[config.mk]
export PLATFORM = sky130hd
export DESIGN_NAME = elf_hash_bucket_index_unit
export DESIGN_NICKNAME = d
export VERILOG_FILES = /design/src/ebi_pkg.sv /design/src/ebi_front.sv /design/src/ebi_queue.sv /design/src/ebi_back.sv /design/src/elf_hash_bucket_index_unit.sv
export SDC_FILE = /design/constraint.sdc
export NUM_CORES = 1
export LEC_CHECK = 0
export ABC_AREA = 1
export BUFFER_PORTS_ARGS = -buffer_cell sky130_fd_sc_hd__clkbuf_2
export CORE_UTILIZATION = 62
export CTS_CLUSTER_DIAMETER = 40
export CTS_CLUSTER_SIZE = 30
export DETAILED_ROUTE_END_ITERATION = 7
export PLACE_DENSITY = 0.8
export SYNTH_ARGS = -nofsm -noshare
export SYNTH_HDL_FRONTEND = slang
export SYNTH_SLANG_ARGS = --single-unit
[constraint.sdc]
create_clock -name clk -period 5.4 [get_ports clk]
set_clock_uncertainty 0.1 [all_clocks]
set_input_delay 0.81 -clock clk [delete_from_list [all_inputs] [get_ports clk]]
set_output_delay 0.81 -clock clk [all_outputs]
set_load 0.005 [all_outputs]
[src/ebi_pkg.sv]
`default_nettype none
package ebi_pkg;

    // Widths of the item fields and of the register port
    localparam int KEY_W  = 8;
    localparam int HASH_W = 28;
    localparam int DATA_W = 32;
    localparam int ADDR_W = 3;

    // Hash arithmetic
    localparam int STEP_SHIFT = 4;
    localparam int TOP_W      = 4;

    // Register map, indexed by paddr[2]
    localparam logic REG_TABLE_SIZE = 1'b0;
    localparam logic REG_FOLD_CASE  = 1'b1;

    // Register reset values
    localparam logic [DATA_W-1:0] TABLE_SIZE_RST = 32'd1;

    // ASCII letter range for case folding
    localparam logic [KEY_W-1:0] LOWER_A    = 8'h61;
    localparam logic [KEY_W-1:0] LOWER_Z    = 8'h7A;
    localparam logic [KEY_W-1:0] CASE_DELTA = 8'h20;

    // Default depth of the finished-hash queue
    localparam int QUEUE_DEPTH_DEF = 2;

    // One finished hash moving from front to back
    typedef struct packed {
        logic              valid;
        logic [HASH_W-1:0] hash;
    } ebi_entry_t;

    // Fold one byte into the running hash
    function automatic logic [HASH_W-1:0] fold_byte(
        input logic [HASH_W-1:0] h,
        input logic [KEY_W-1:0]  c
    );
        logic [DATA_W-1:0] sum;
        logic [HASH_W-1:0] mix;
        sum = {h, {STEP_SHIFT{1'b0}}} + {{(DATA_W-KEY_W){1'b0}}, c};
        mix = {{(HASH_W-TOP_W-STEP_SHIFT){1'b0}}, sum[DATA_W-1 -: TOP_W],
               {STEP_SHIFT{1'b0}}};
        return sum[HASH_W-1:0] ^ mix;
    endfunction

endpackage
`default_nettype wire

[src/ebi_front.sv]
`default_nettype none
module ebi_front (
    input  logic                      clk,
    input  logic                      rst_n,
    input  logic [ebi_pkg::KEY_W-1:0] key_byte,
    input  logic                      byte_present,
    input  logic                      key_end,
    input  logic                      in_valid,
    output logic                      in_ready,
    input  logic                      fold_case,
    input  logic                      push_ready,
    output ebi_pkg::ebi_entry_t       push
);
    import ebi_pkg::*;

    logic [HASH_W-1:0] running_hash_reg;
    logic [HASH_W-1:0] running_hash_next;
    logic [KEY_W-1:0]  byte_cased;
    logic [HASH_W-1:0] hash_upd;
    logic              accept;

    // Stall input only while the queue is full
    assign in_ready = push_ready;
    assign accept   = in_valid && in_ready;

    // Fold lower-case letters to upper case when enabled
    always_comb
    begin
        byte_cased = key_byte;
        if (fold_case && (key_byte >= LOWER_A) && (key_byte <= LOWER_Z))
        begin
            byte_cased = key_byte - CASE_DELTA;
        end
    end

    // Advance the hash by this item's byte, if any
    assign hash_upd = byte_present ? fold_byte(running_hash_reg, byte_cased)
                                   : running_hash_reg;

    // Hand the finished hash to the queue on the last item of a key
    assign push.valid = accept && key_end;
    assign push.hash  = hash_upd;

    always_comb
    begin
        running_hash_next = running_hash_reg;
        if (accept)
        begin
            running_hash_next = key_end ? '0 : hash_upd;
        end
    end

    always_ff @(posedge clk or negedge rst_n)
    begin
        if (!rst_n)
        begin
            running_hash_reg <= '0;
        end
        else
        begin
            running_hash_reg <= running_hash_next;
        end
    end

endmodule
`default_nettype wire

[src/ebi_queue.sv]
`default_nettype none
module ebi_queue #(
    parameter int DEPTH = ebi_pkg::QUEUE_DEPTH_DEF
) (
    input  logic                clk,
    input  logic                rst_n,
    input  ebi_pkg::ebi_entry_t push,
    output logic                push_ready,
    output ebi_pkg::ebi_entry_t head,
    input  logic                pop
);
    import ebi_pkg::*;

    localparam int PTR_W = (DEPTH > 1) ? $clog2(DEPTH) : 1;
    localparam int CNT_W = $clog2(DEPTH + 1);

    logic [HASH_W-1:0] mem [DEPTH];
    logic [PTR_W-1:0]  wr_ptr_reg;
    logic [PTR_W-1:0]  wr_ptr_next;
    logic [PTR_W-1:0]  rd_ptr_reg;
    logic [PTR_W-1:0]  rd_ptr_next;
    logic [CNT_W-1:0]  count_reg;
    logic [CNT_W-1:0]  count_next;
    logic              do_push;
    logic              do_pop;

    assign push_ready = (count_reg != CNT_W'(DEPTH));
    assign head.valid = (count_reg != '0);
    assign head.hash  = mem[rd_ptr_reg];

    assign do_push = push.valid && push_ready;
    assign do_pop  = pop && head.valid;

    // Advance pointers with wrap at the queue depth
    always_comb
    begin
        wr_ptr_next = wr_ptr_reg;
        rd_ptr_next = rd_ptr_reg;
        count_next  = count_reg;
        if (do_push)
        begin
            wr_ptr_next = (wr_ptr_reg == PTR_W'(DEPTH - 1)) ? '0 : wr_ptr_reg + 1'b1;
        end
        if (do_pop)
        begin
            rd_ptr_next = (rd_ptr_reg == PTR_W'(DEPTH - 1)) ? '0 : rd_ptr_reg + 1'b1;
        end
        if (do_push && !do_pop)
        begin
            count_next = count_reg + 1'b1;
        end
        else if (do_pop && !do_push)
        begin
            count_next = count_reg - 1'b1;
        end
    end

    // Store entries
    always_ff @(posedge clk)
    begin
        if (do_push)
        begin
            mem[wr_ptr_reg] <= push.hash;
        end
    end

    always_ff @(posedge clk or negedge rst_n)
    begin
        if (!rst_n)
        begin
            wr_ptr_reg <= '0;
            rd_ptr_reg <= '0;
            count_reg  <= '0;
        end
        else
        begin
            wr_ptr_reg <= wr_ptr_next;
            rd_ptr_reg <= rd_ptr_next;
            count_reg  <= count_next;
        end
    end

endmodule
`default_nettype wire

[src/ebi_back.sv]
`default_nettype none
module ebi_back (
    input  logic                       clk,
    input  logic                       rst_n,
    input  ebi_pkg::ebi_entry_t        head,
    output logic                       pop,
    input  logic [ebi_pkg::DATA_W-1:0] table_size,
    output logic [ebi_pkg::DATA_W-1:0] bucket_index,
    output logic [ebi_pkg::HASH_W-1:0] raw_hash,
    output logic                       out_valid,
    input  logic                       out_ready
);
    import ebi_pkg::*;

    localparam logic [1:0] ST_IDLE = 2'd0;
    localparam logic [1:0] ST_DIV  = 2'd1;
    localparam logic [1:0] ST_DONE = 2'd2;
    localparam int         STEP_W  = $clog2(HASH_W);

    logic [1:0]        state_reg;
    logic [1:0]        state_next;
    logic [STEP_W-1:0] step_reg;
    logic [STEP_W-1:0] step_next;
    logic [HASH_W-1:0] hash_reg;
    logic [HASH_W-1:0] hash_next;
    logic [HASH_W-1:0] dvd_reg;
    logic [HASH_W-1:0] dvd_next;
    logic [DATA_W-1:0] rem_reg;
    logic [DATA_W-1:0] rem_next;
    logic              out_valid_reg;
    logic              out_valid_next;
    logic [DATA_W-1:0] bucket_reg;
    logic [DATA_W-1:0] bucket_next;
    logic [HASH_W-1:0] raw_reg;
    logic [HASH_W-1:0] raw_next;
    logic [DATA_W:0]   rem_shift;
    logic [DATA_W:0]   rem_diff;
    logic [DATA_W-1:0] rem_step;
    logic              out_free;

    assign out_valid    = out_valid_reg;
    assign bucket_index = bucket_reg;
    assign raw_hash     = raw_reg;
    assign out_free     = !out_valid_reg || out_ready;

    // Take a new hash only when the divider is free
    assign pop = (state_reg == ST_IDLE) && head.valid;

    // One restoring remainder step: bring down the next dividend bit
    assign rem_shift = {rem_reg, dvd_reg[HASH_W-1]};
    assign rem_diff  = rem_shift - {1'b0, table_size};
    assign rem_step  = rem_diff[DATA_W] ? rem_shift[DATA_W-1:0] : rem_diff[DATA_W-1:0];

    always_comb
    begin
        state_next     = state_reg;
        step_next      = step_reg;
        hash_next      = hash_reg;
        dvd_next       = dvd_reg;
        rem_next       = rem_reg;
        out_valid_next = out_valid_reg;
        bucket_next    = bucket_reg;
        raw_next       = raw_reg;

        // Drop the result once it is taken
        if (out_valid_reg && out_ready)
        begin
            out_valid_next = 1'b0;
        end

        case (state_reg)
            ST_IDLE:
            begin
                if (head.valid)
                begin
                    hash_next  = head.hash;
                    dvd_next   = head.hash;
                    rem_next   = '0;
                    step_next  = '0;
                    state_next = ST_DIV;
                end
            end
            ST_DIV:
            begin
                rem_next  = rem_step;
                dvd_next  = {dvd_reg[HASH_W-2:0], 1'b0};
                step_next = step_reg + 1'b1;
                if (step_reg == STEP_W'(HASH_W - 1))
                begin
                    state_next = ST_DONE;
                end
            end
            ST_DONE:
            begin
                // Hold the result until the output register is free
                if (out_free)
                begin
                    out_valid_next = 1'b1;
                    bucket_next    = (table_size == '0) ? '0 : rem_reg;
                    raw_next       = hash_reg;
                    state_next     = ST_IDLE;
                end
            end
            default:
            begin
                state_next = ST_IDLE;
            end
        endcase
    end

    always_ff @(posedge clk)
    begin
        hash_reg   <= hash_next;
        dvd_reg    <= dvd_next;
        rem_reg    <= rem_next;
        step_reg   <= step_next;
        bucket_reg <= bucket_next;
        raw_reg    <= raw_next;
    end

    always_ff @(posedge clk or negedge rst_n)
    begin
        if (!rst_n)
        begin
            state_reg     <= ST_IDLE;
            out_valid_reg <= 1'b0;
        end
        else
        begin
            state_reg     <= state_next;
            out_valid_reg <= out_valid_next;
        end
    end

endmodule
`default_nettype wire

[src/elf_hash_bucket_index_unit.sv]
// ELF/PJW 28-bit string hash with bucket selection.
//
// Input channel (in_valid/in_ready): one key byte per item with byte_present
// and key_end. Bytes fold into the running hash at one item per cycle while
// in_ready is high. An item with key_end closes the key and queues its hash;
// the running hash then restarts at zero. An empty key is a single item with
// byte_present low. Output channel (out_valid/out_ready): one item per key
// carrying raw_hash and bucket_index = raw_hash mod table_size (0 when
// table_size is 0). The modulo is a restoring remainder unit, one dividend
// bit per cycle; the back end takes no new key until the last one is done, so
// keys that arrive meanwhile queue in a QUEUE_DEPTH-entry hash queue, and
// in_ready drops only while it is full.
// Configuration (APB): table_size at 0x0, fold_case at 0x4; write only while
// no key is in flight. Reset clears the running hash, the queue and the
// output, sets table_size to 1 and fold_case to 0.
// When the receiver stalls, the result holds in the output register, the
// divider finishes and waits, the queue fills, and then input stalls.
`default_nettype none
module elf_hash_bucket_index_unit #(
    parameter int QUEUE_DEPTH = ebi_pkg::QUEUE_DEPTH_DEF
) (
    input  logic                       clk,
    input  logic                       rst_n,
    input  logic [ebi_pkg::KEY_W-1:0]  key_byte,
    input  logic                       byte_present,
    input  logic                       key_end,
    input  logic                       in_valid,
    output logic                       in_ready,
    output logic [ebi_pkg::DATA_W-1:0] bucket_index,
    output logic [ebi_pkg::HASH_W-1:0] raw_hash,
    output logic                       out_valid,
    input  logic                       out_ready,
    input  logic                       psel,
    input  logic                       penable,
    input  logic                       pwrite,
    input  logic [ebi_pkg::ADDR_W-1:0] paddr,
    input  logic [ebi_pkg::DATA_W-1:0] pwdata,
    output logic [ebi_pkg::DATA_W-1:0] prdata,
    output logic                       pready
);
    import ebi_pkg::*;

    logic [DATA_W-1:0] table_size_reg;
    logic [DATA_W-1:0] table_size_next;
    logic              fold_case_reg;
    logic              fold_case_next;
    logic              cfg_wr;
    ebi_entry_t        push;
    ebi_entry_t        head;
    logic              push_ready;
    logic              pop;

    // Register port
    assign pready = 1'b1;
    assign cfg_wr = psel && penable && pwrite;

    always_comb
    begin
        table_size_next = table_size_reg;
        fold_case_next  = fold_case_reg;
        if (cfg_wr)
        begin
            case (paddr[2])
                REG_TABLE_SIZE: table_size_next = pwdata;
                REG_FOLD_CASE:  fold_case_next  = pwdata[0];
                default:        table_size_next = table_size_reg;
            endcase
        end
    end

    always_comb
    begin
        case (paddr[2])
            REG_TABLE_SIZE: prdata = table_size_reg;
            REG_FOLD_CASE:  prdata = {{(DATA_W-1){1'b0}}, fold_case_reg};
            default:        prdata = '0;
        endcase
    end

    always_ff @(posedge clk or negedge rst_n)
    begin
        if (!rst_n)
        begin
            table_size_reg <= TABLE_SIZE_RST;
            fold_case_reg  <= 1'b0;
        end
        else
        begin
            table_size_reg <= table_size_next;
            fold_case_reg  <= fold_case_next;
        end
    end

    ebi_front u_front (
        .clk          (clk),
        .rst_n        (rst_n),
        .key_byte     (key_byte),
        .byte_present (byte_present),
        .key_end      (key_end),
        .in_valid     (in_valid),
        .in_ready     (in_ready),
        .fold_case    (fold_case_reg),
        .push_ready   (push_ready),
        .push         (push)
    );

    ebi_queue #(
        .DEPTH (QUEUE_DEPTH)
    ) u_queue (
        .clk        (clk),
        .rst_n      (rst_n),
        .push       (push),
        .push_ready (push_ready),
        .head       (head),
        .pop        (pop)
    );

    ebi_back u_back (
        .clk          (clk),
        .rst_n        (rst_n),
        .head         (head),
        .pop          (pop),
        .table_size   (table_size_reg),
        .bucket_index (bucket_index),
        .raw_hash     (raw_hash),
        .out_valid    (out_valid),
        .out_ready    (out_ready)
    );

endmodule
`default_nettype wire

---- Word-level counts from Yosys, hierarchy flattened ----
Memories as Yosys holds them, arrays and structs flattened.
Cells that the tools add are included.
word-level totals
  register bits after elaboration ......... 221
  RAM bits ................................ 56
  input port bits ......................... 52
  output and inout bits ................... 95
  word-level logic and storage cells ...... 85
  memories kept ........................... 1
memories
  memory       words  bits a word  read ports  clocked after memory_dff  wr ports  line             source
  u_queue.mem  2      28           1           0                         1         ebi_queue.sv:17  logic [HASH_W-1:0] mem [DEPTH];
operators by class
  $add $sub $neg .......................... 8
  magnitude comparators ................... 2
  equality and inequality tests ........... 7
  mux-type cells .......................... 24
  bitwise operators ....................... 2
  reduce and logical (&&, ||, !) cells .... 27
operators with widths
  kind                   number
  $pmux W32 S2           2
  $mux W28               3
  $mux W32               2
  $pmux W28 S2           1
  $sub A33 B32 Y33       1
  $add A32 B8 Y32        1
  $logic_not A32 Y1      1
  $xor A28 B8 Y28        1
  $logic_and A1 B1 Y1    12
  $mux W2                5
  $pmux W5 S2            1
  $reduce_and A2 Y1      5
  $ge A8 B7 Y1 const B   1
  $le A8 B7 Y1 const B   1
  $mux W8                1
  $sub A8 B6 Y8 const B  1
  $mux W1                7
  $ne A2 B1 Y1 const B   3
  $pmux W2 S3            1
  $reduce_bool A2 Y1     3
  $add A5 B1 Y5 const B  1
  $eq A5 B5 Y1 const B   1
  $mux W5                1
  $logic_not A1 Y1       3
  other kinds (10)       11

---- Longest topological paths before layout ----
  word-level depth ........................ 8
  mapped depth ............................ 18
  gate-level depth less buffers ........... 18

---- By module ----
A second synthesis with hierarchy kept.
unflattened totals
  cell total of the unflattened synthesis .. 1901
  area, all modules ....................... 15429.8 um^2
modules (own cells, without submodules)
  module                      times used  cells an instance  area each (um^2)  sequential area each (um^2)
  ebi_back                    1           1080               8936.1            4669.5
  ebi_front                   1           428                2610.0            700.7
  ebi_queue                   1           175                2262.2            1781.7
  elf_hash_bucket_index_unit  1           218                1621.6            827.0

---- Least setup slack after synthesis ----
No wires, ideal clock.
  path type ............................... input port to flip-flop
  from .................................... input out_ready
  to ...................................... register u_back.bucket_reg[0], in the netlist u_back.bucket_index[0] (enable)
  setup time .............................. 0.480 ns
  arrival time ............................ 3.383 ns
  required time ........................... 4.820 ns
  setup slack ............................. 1.437 ns
  stages on the path ...................... 2
  buffers on the path ..................... 0
  cell sequence ........................... nor2_1 nor2_1
on the way
  longest elaborated chain between the ends .. 2
ends and longest elaborated chain
  item                                line                              source
  start, declared                     elf_hash_bucket_index_unit.sv:32  input logic out_ready,
  $logic_or A1 B1 Y1                  ebi_back.sv:44                    assign out_free = !out_valid_reg || out_ready;
  $reduce_and A2 Y1 (no source line)  n/a
  end signal, assigned                ebi_back.sv:117                   bucket_reg <= bucket_next;
  end, declared                       ebi_back.sv:32                    logic [DATA_W-1:0] bucket_reg;
No other way between the ends.
A chain may end at the register's enable or synchronous reset.

==> summary by stage <==
Clocking
The count of clock tree sinks is 277. The clock-pin transition on the worst setup and hold timing paths is 80 ps. The worst-skew pair later-pin latency is 530 ps.

The buffers inserted during post-CTS setup optimization is 0. The H-tree was split into 2 levels. In this run, post-CTS hold repair placed 0 buffers. Post-CTS repair changed the size of 0 cells.

Counting along the longest clock path gives a buffer depth of 3. TritonCTS built the clock tree. The root buffer cell is sky130_fd_sc_hd__clkbuf_16.

Counting the buffers created by CTS gives 34.

Logic synthesis
The total of warnings raised by yosys is 0. The most used flip-flop cell after synthesis is sky130_fd_sc_hd__edfxtp_1. The post-synthesis sequential element count is 277. Synthesis produced 1775 cells. The top-area cell type share of the netlist area is 42.00%.

The async set-reset flop share out of synthesis is 24.55%. Sorting the synthesized cells by area gives the leading types as sky130_fd_sc_hd__edfxtp_1 (42%), sky130_fd_sc_hd__nand2_1 (13%), sky130_fd_sc_hd__dfrtp_1 (11%). The mapped netlist covers 14940 um2. A synthesized cell averages 8.419 um2. The number of distinct library cell variants in the gate-level netlist after synthesis is 47. Of all cell types, the one taking the most synthesized area is sky130_fd_sc_hd__edfxtp_1. Of the synthesized area, sequential elements account for 53.39%. The number of enable-type register cells in the synthesized netlist is 209. Counting every net in the synthesized netlist gives 1868.

Final layout
The top cell types in the final layout, fill and taps aside, are sky130_fd_sc_hd__nand2_1 (500), sky130_fd_sc_hd__inv_1 (279), sky130_fd_sc_hd__nor2_1 (235). The leading cell type in the layout, fill and taps excluded is sky130_fd_sc_hd__nand2_1. The count of inserted antenna diode cells is 0. The register bank with the most flops is u_queue.mem. The number of flip-flops in the largest register is 56. The layout has 1807 filler cells. Of the cells placed in the final design, the portion with a size suffix greater than 1 is 14.23%. The cell area after layout is 17150 um2. The final layout contains 2013 nets. Compared with the post-synthesis result, the final layout area differs by 14.74%.

Route
The count of nets left with antenna violations once routing finished came out at 0. Before antenna repair, the detailed router went through 6 iterations. The per-cell via count in the routed design is 5.420. The residual DRC count is 0. Summing over every cut layer, the via total after detailed routing is 12280.

The initial detailed-routing violation count is 1131. The average wire length per cell after detail routing is 16.88 um. The total wirelength of the detailed-routed design is 38230 um.

STA
Setup violations remaining at the end of the flow were counted as 0. The post-route fraction of the period consumed by the critical path is 65.86%. The final number of hold-violating endpoints is 0. The accumulated negative setup slack is 0 ps. The worst pin sits at a relative slew slack of 20.28%. The final max-slew violation count was 0. Static timing analysis puts the maximum clock frequency at 0.2812 GHz. For the pin with the worst max-slew slack, the measured transition is 1195 ps. Setup repair after global routing left no endpoint under its margin. The post-layout minimum cycle time is 3556 ps.

Die
The I/O pin total is 147. The initialized floorplan defines 56 standard-cell rows. The initial utilization of the core area, before any placement, comes to 63.48%. Measured along the y axis, the die boundary spans 157.3 um. The die outline area is 24730 um2. The die is 157.3 um wide. In this run the standard cell core region covers 23540 um2.

Worst setup path
The maximum single-stage delay on the critical path is 560 ps. The worst setup path is launched from a primary input. The data arrival time of the worst path is 3730 ps. The cell type of the slowest stage on the worst timing path is sky130_fd_sc_hd__o311ai_0. The number of buffer and inverter instances along the worst setup path is 4. Among cell families on the critical path, the largest total delay comes from compound AO/OA/AOI/OAI gates. Of all nets on the critical path, the largest fanout is 4.

The worst setup path is captured at a register. The setup check on the worst reg-to-reg path leaves a slack of 2140 ps. The critical path goes through clkbuf_2, inv_1, nand3_1, o311ai_0, nand2_1, fa_1, inv_1, nand3_1, nand2_1, inv_1, nor2_1, nand3_1, xor2_1, a21boi_0.

The critical path is of the in -> reg type. The data required time at the worst endpoint is 5570 ps.

Global route
The initial antenna violation count is 0. The maximum number of pins on one net before global-route repair is 69. Global routing finished with a remaining overflow of 0. The global-route total usage across every layer is 31.94%. The via count of the first global-routing pass was 11360. The first global-routing pass estimated 59930 um of wire.

Place
The detailed-placement wirelength estimate is 27120 um. The post-placement cell area is 15940 um2. The final weighted congestion in routability-driven placement is 0.9316. Buffers placed on the I/O ports in this run total 143.

Pwr
The clock group share of total power is 24.5%. The analysis attributes to net switching a power of 4030 uW. The total internal power is 5730 uW. The total power divided by cell area is 569.2 nW/um2. The part of the total power dissipated in combinational logic is 39.9%.

The maximum ir drop on the vdd rail is 0.4380 mV. Net switching is 41.29% of the power. For this design the static power due to leakage is 0.008299 uW. The part of the total power dissipated in sequential elements is 35.5%.

Worst hold path
The min-delay analysis places its worst path in the category reg -> reg.

Run
Across the run, the number of max-cap violations was 0.

Run status
The run finished with clean final reports.
## path summary, 6_finish.rpt
| path | endpoint | cells past startpoint | from |
|---|---|---|---|
| max | u_queue.mem[0][4] | 14 | key_byte[0] |
| min in group asynchronous | table_size_reg[10] | 2 | rst_n |
| min reg2reg | u_back.raw_hash[18] | 0 | u_back.hash_reg[18] |
| min | u_back.raw_hash[18] | 0 | u_back.hash_reg[18] |
| max in group asynchronous | u_front.running_hash_reg[10] | 2 | rst_n |
| max reg2reg | u_queue.mem[0][19] | 16 | fold_case_reg |
## cells by family after synthesis
| logic type | synth area share [%] |
|---|---|
| adder cells (fa/ha/maj) | 3.533 |
| XOR/XNOR | 1.758 |
| AND/OR/NAND/NOR | 26.92 |
| flip-flops | 53.39 |
| other | 0.02509 |
| buffers and inverters | 8.732 |
| AO/OA/AOI/OAI | 5.643 |
## area by class of cell
class	instances	area (um2)	share of cell area (%)
sequential	277	7979	46.53
multi-input combinational	1168	5689	33.18
inverter	285	1070	6.239
clock buffer	38	897.1	5.232
timing repair buffer	154	798.3	4.655
tap	319	399.1	2.328
clock inverter	24	315.3	1.839
## routing by layer
layer	vias to the layer above	GRT usage, %	share of wire, %
met4	0	6.565	1.5
met2	554	49.30	44
li1	5980	-	-
met1	5695	46.87	45
met5	-	0	0
met3	48	6.333	9.3
## metrics by stage
stage               setup WS, ps  hold WS, ps  total power [uW]  util (%)  std cells
detailed placement          1350        304.5              7291     67.69       2203
floorplan                   1437        300.3              6295         -       1775
global route                1677        329.1             10410     72.84       2265
CTS                         1893        319.4              9734     72.84       2265
global placement            1492        300.2              7166     67.69       2203
finish                      1844        314.5              9761     72.84       2265
## power groups by stage
stage | Sequential, uW | Clock, uW | Combinational, uW
2_1_floorplan | 3390 | 0 | 2910
3_3_place_gp | 3470 | 0 | 3700
3_5_place_dp | 3490 | 0 | 3800
4_1_cts | 3460 | 2410 | 3860
5_1_grt | 3520 | 2490 | 4390
6_report | 3470 | 2390 | 3900
## cell usage after synthesis, types with 7 or more instances
cell type / count
sky130_fd_sc_hd__a31oi_1: 33
sky130_fd_sc_hd__clkbuf_1: 34
sky130_fd_sc_hd__edfxtp_1: 209
sky130_fd_sc_hd__xor2_1: 20
sky130_fd_sc_hd__xnor2_1: 10
sky130_fd_sc_hd__a21oi_1: 52
sky130_fd_sc_hd__inv_1: 279
sky130_fd_sc_hd__and2_1: 7
sky130_fd_sc_hd__o21ai_0: 30
sky130_fd_sc_hd__nor3_1: 15
sky130_fd_sc_hd__nor2_2: 26
sky130_fd_sc_hd__nand3_1: 113
sky130_fd_sc_hd__dfrtp_1: 67
sky130_fd_sc_hd__ha_1: 39
sky130_fd_sc_hd__nand2_2: 10
sky130_fd_sc_hd__nand2_1: 502
sky130_fd_sc_hd__a21boi_0: 7
sky130_fd_sc_hd__nand4_1: 15
sky130_fd_sc_hd__nor2_1: 239
No activity file was read; power rests on OpenSTA's default activity.
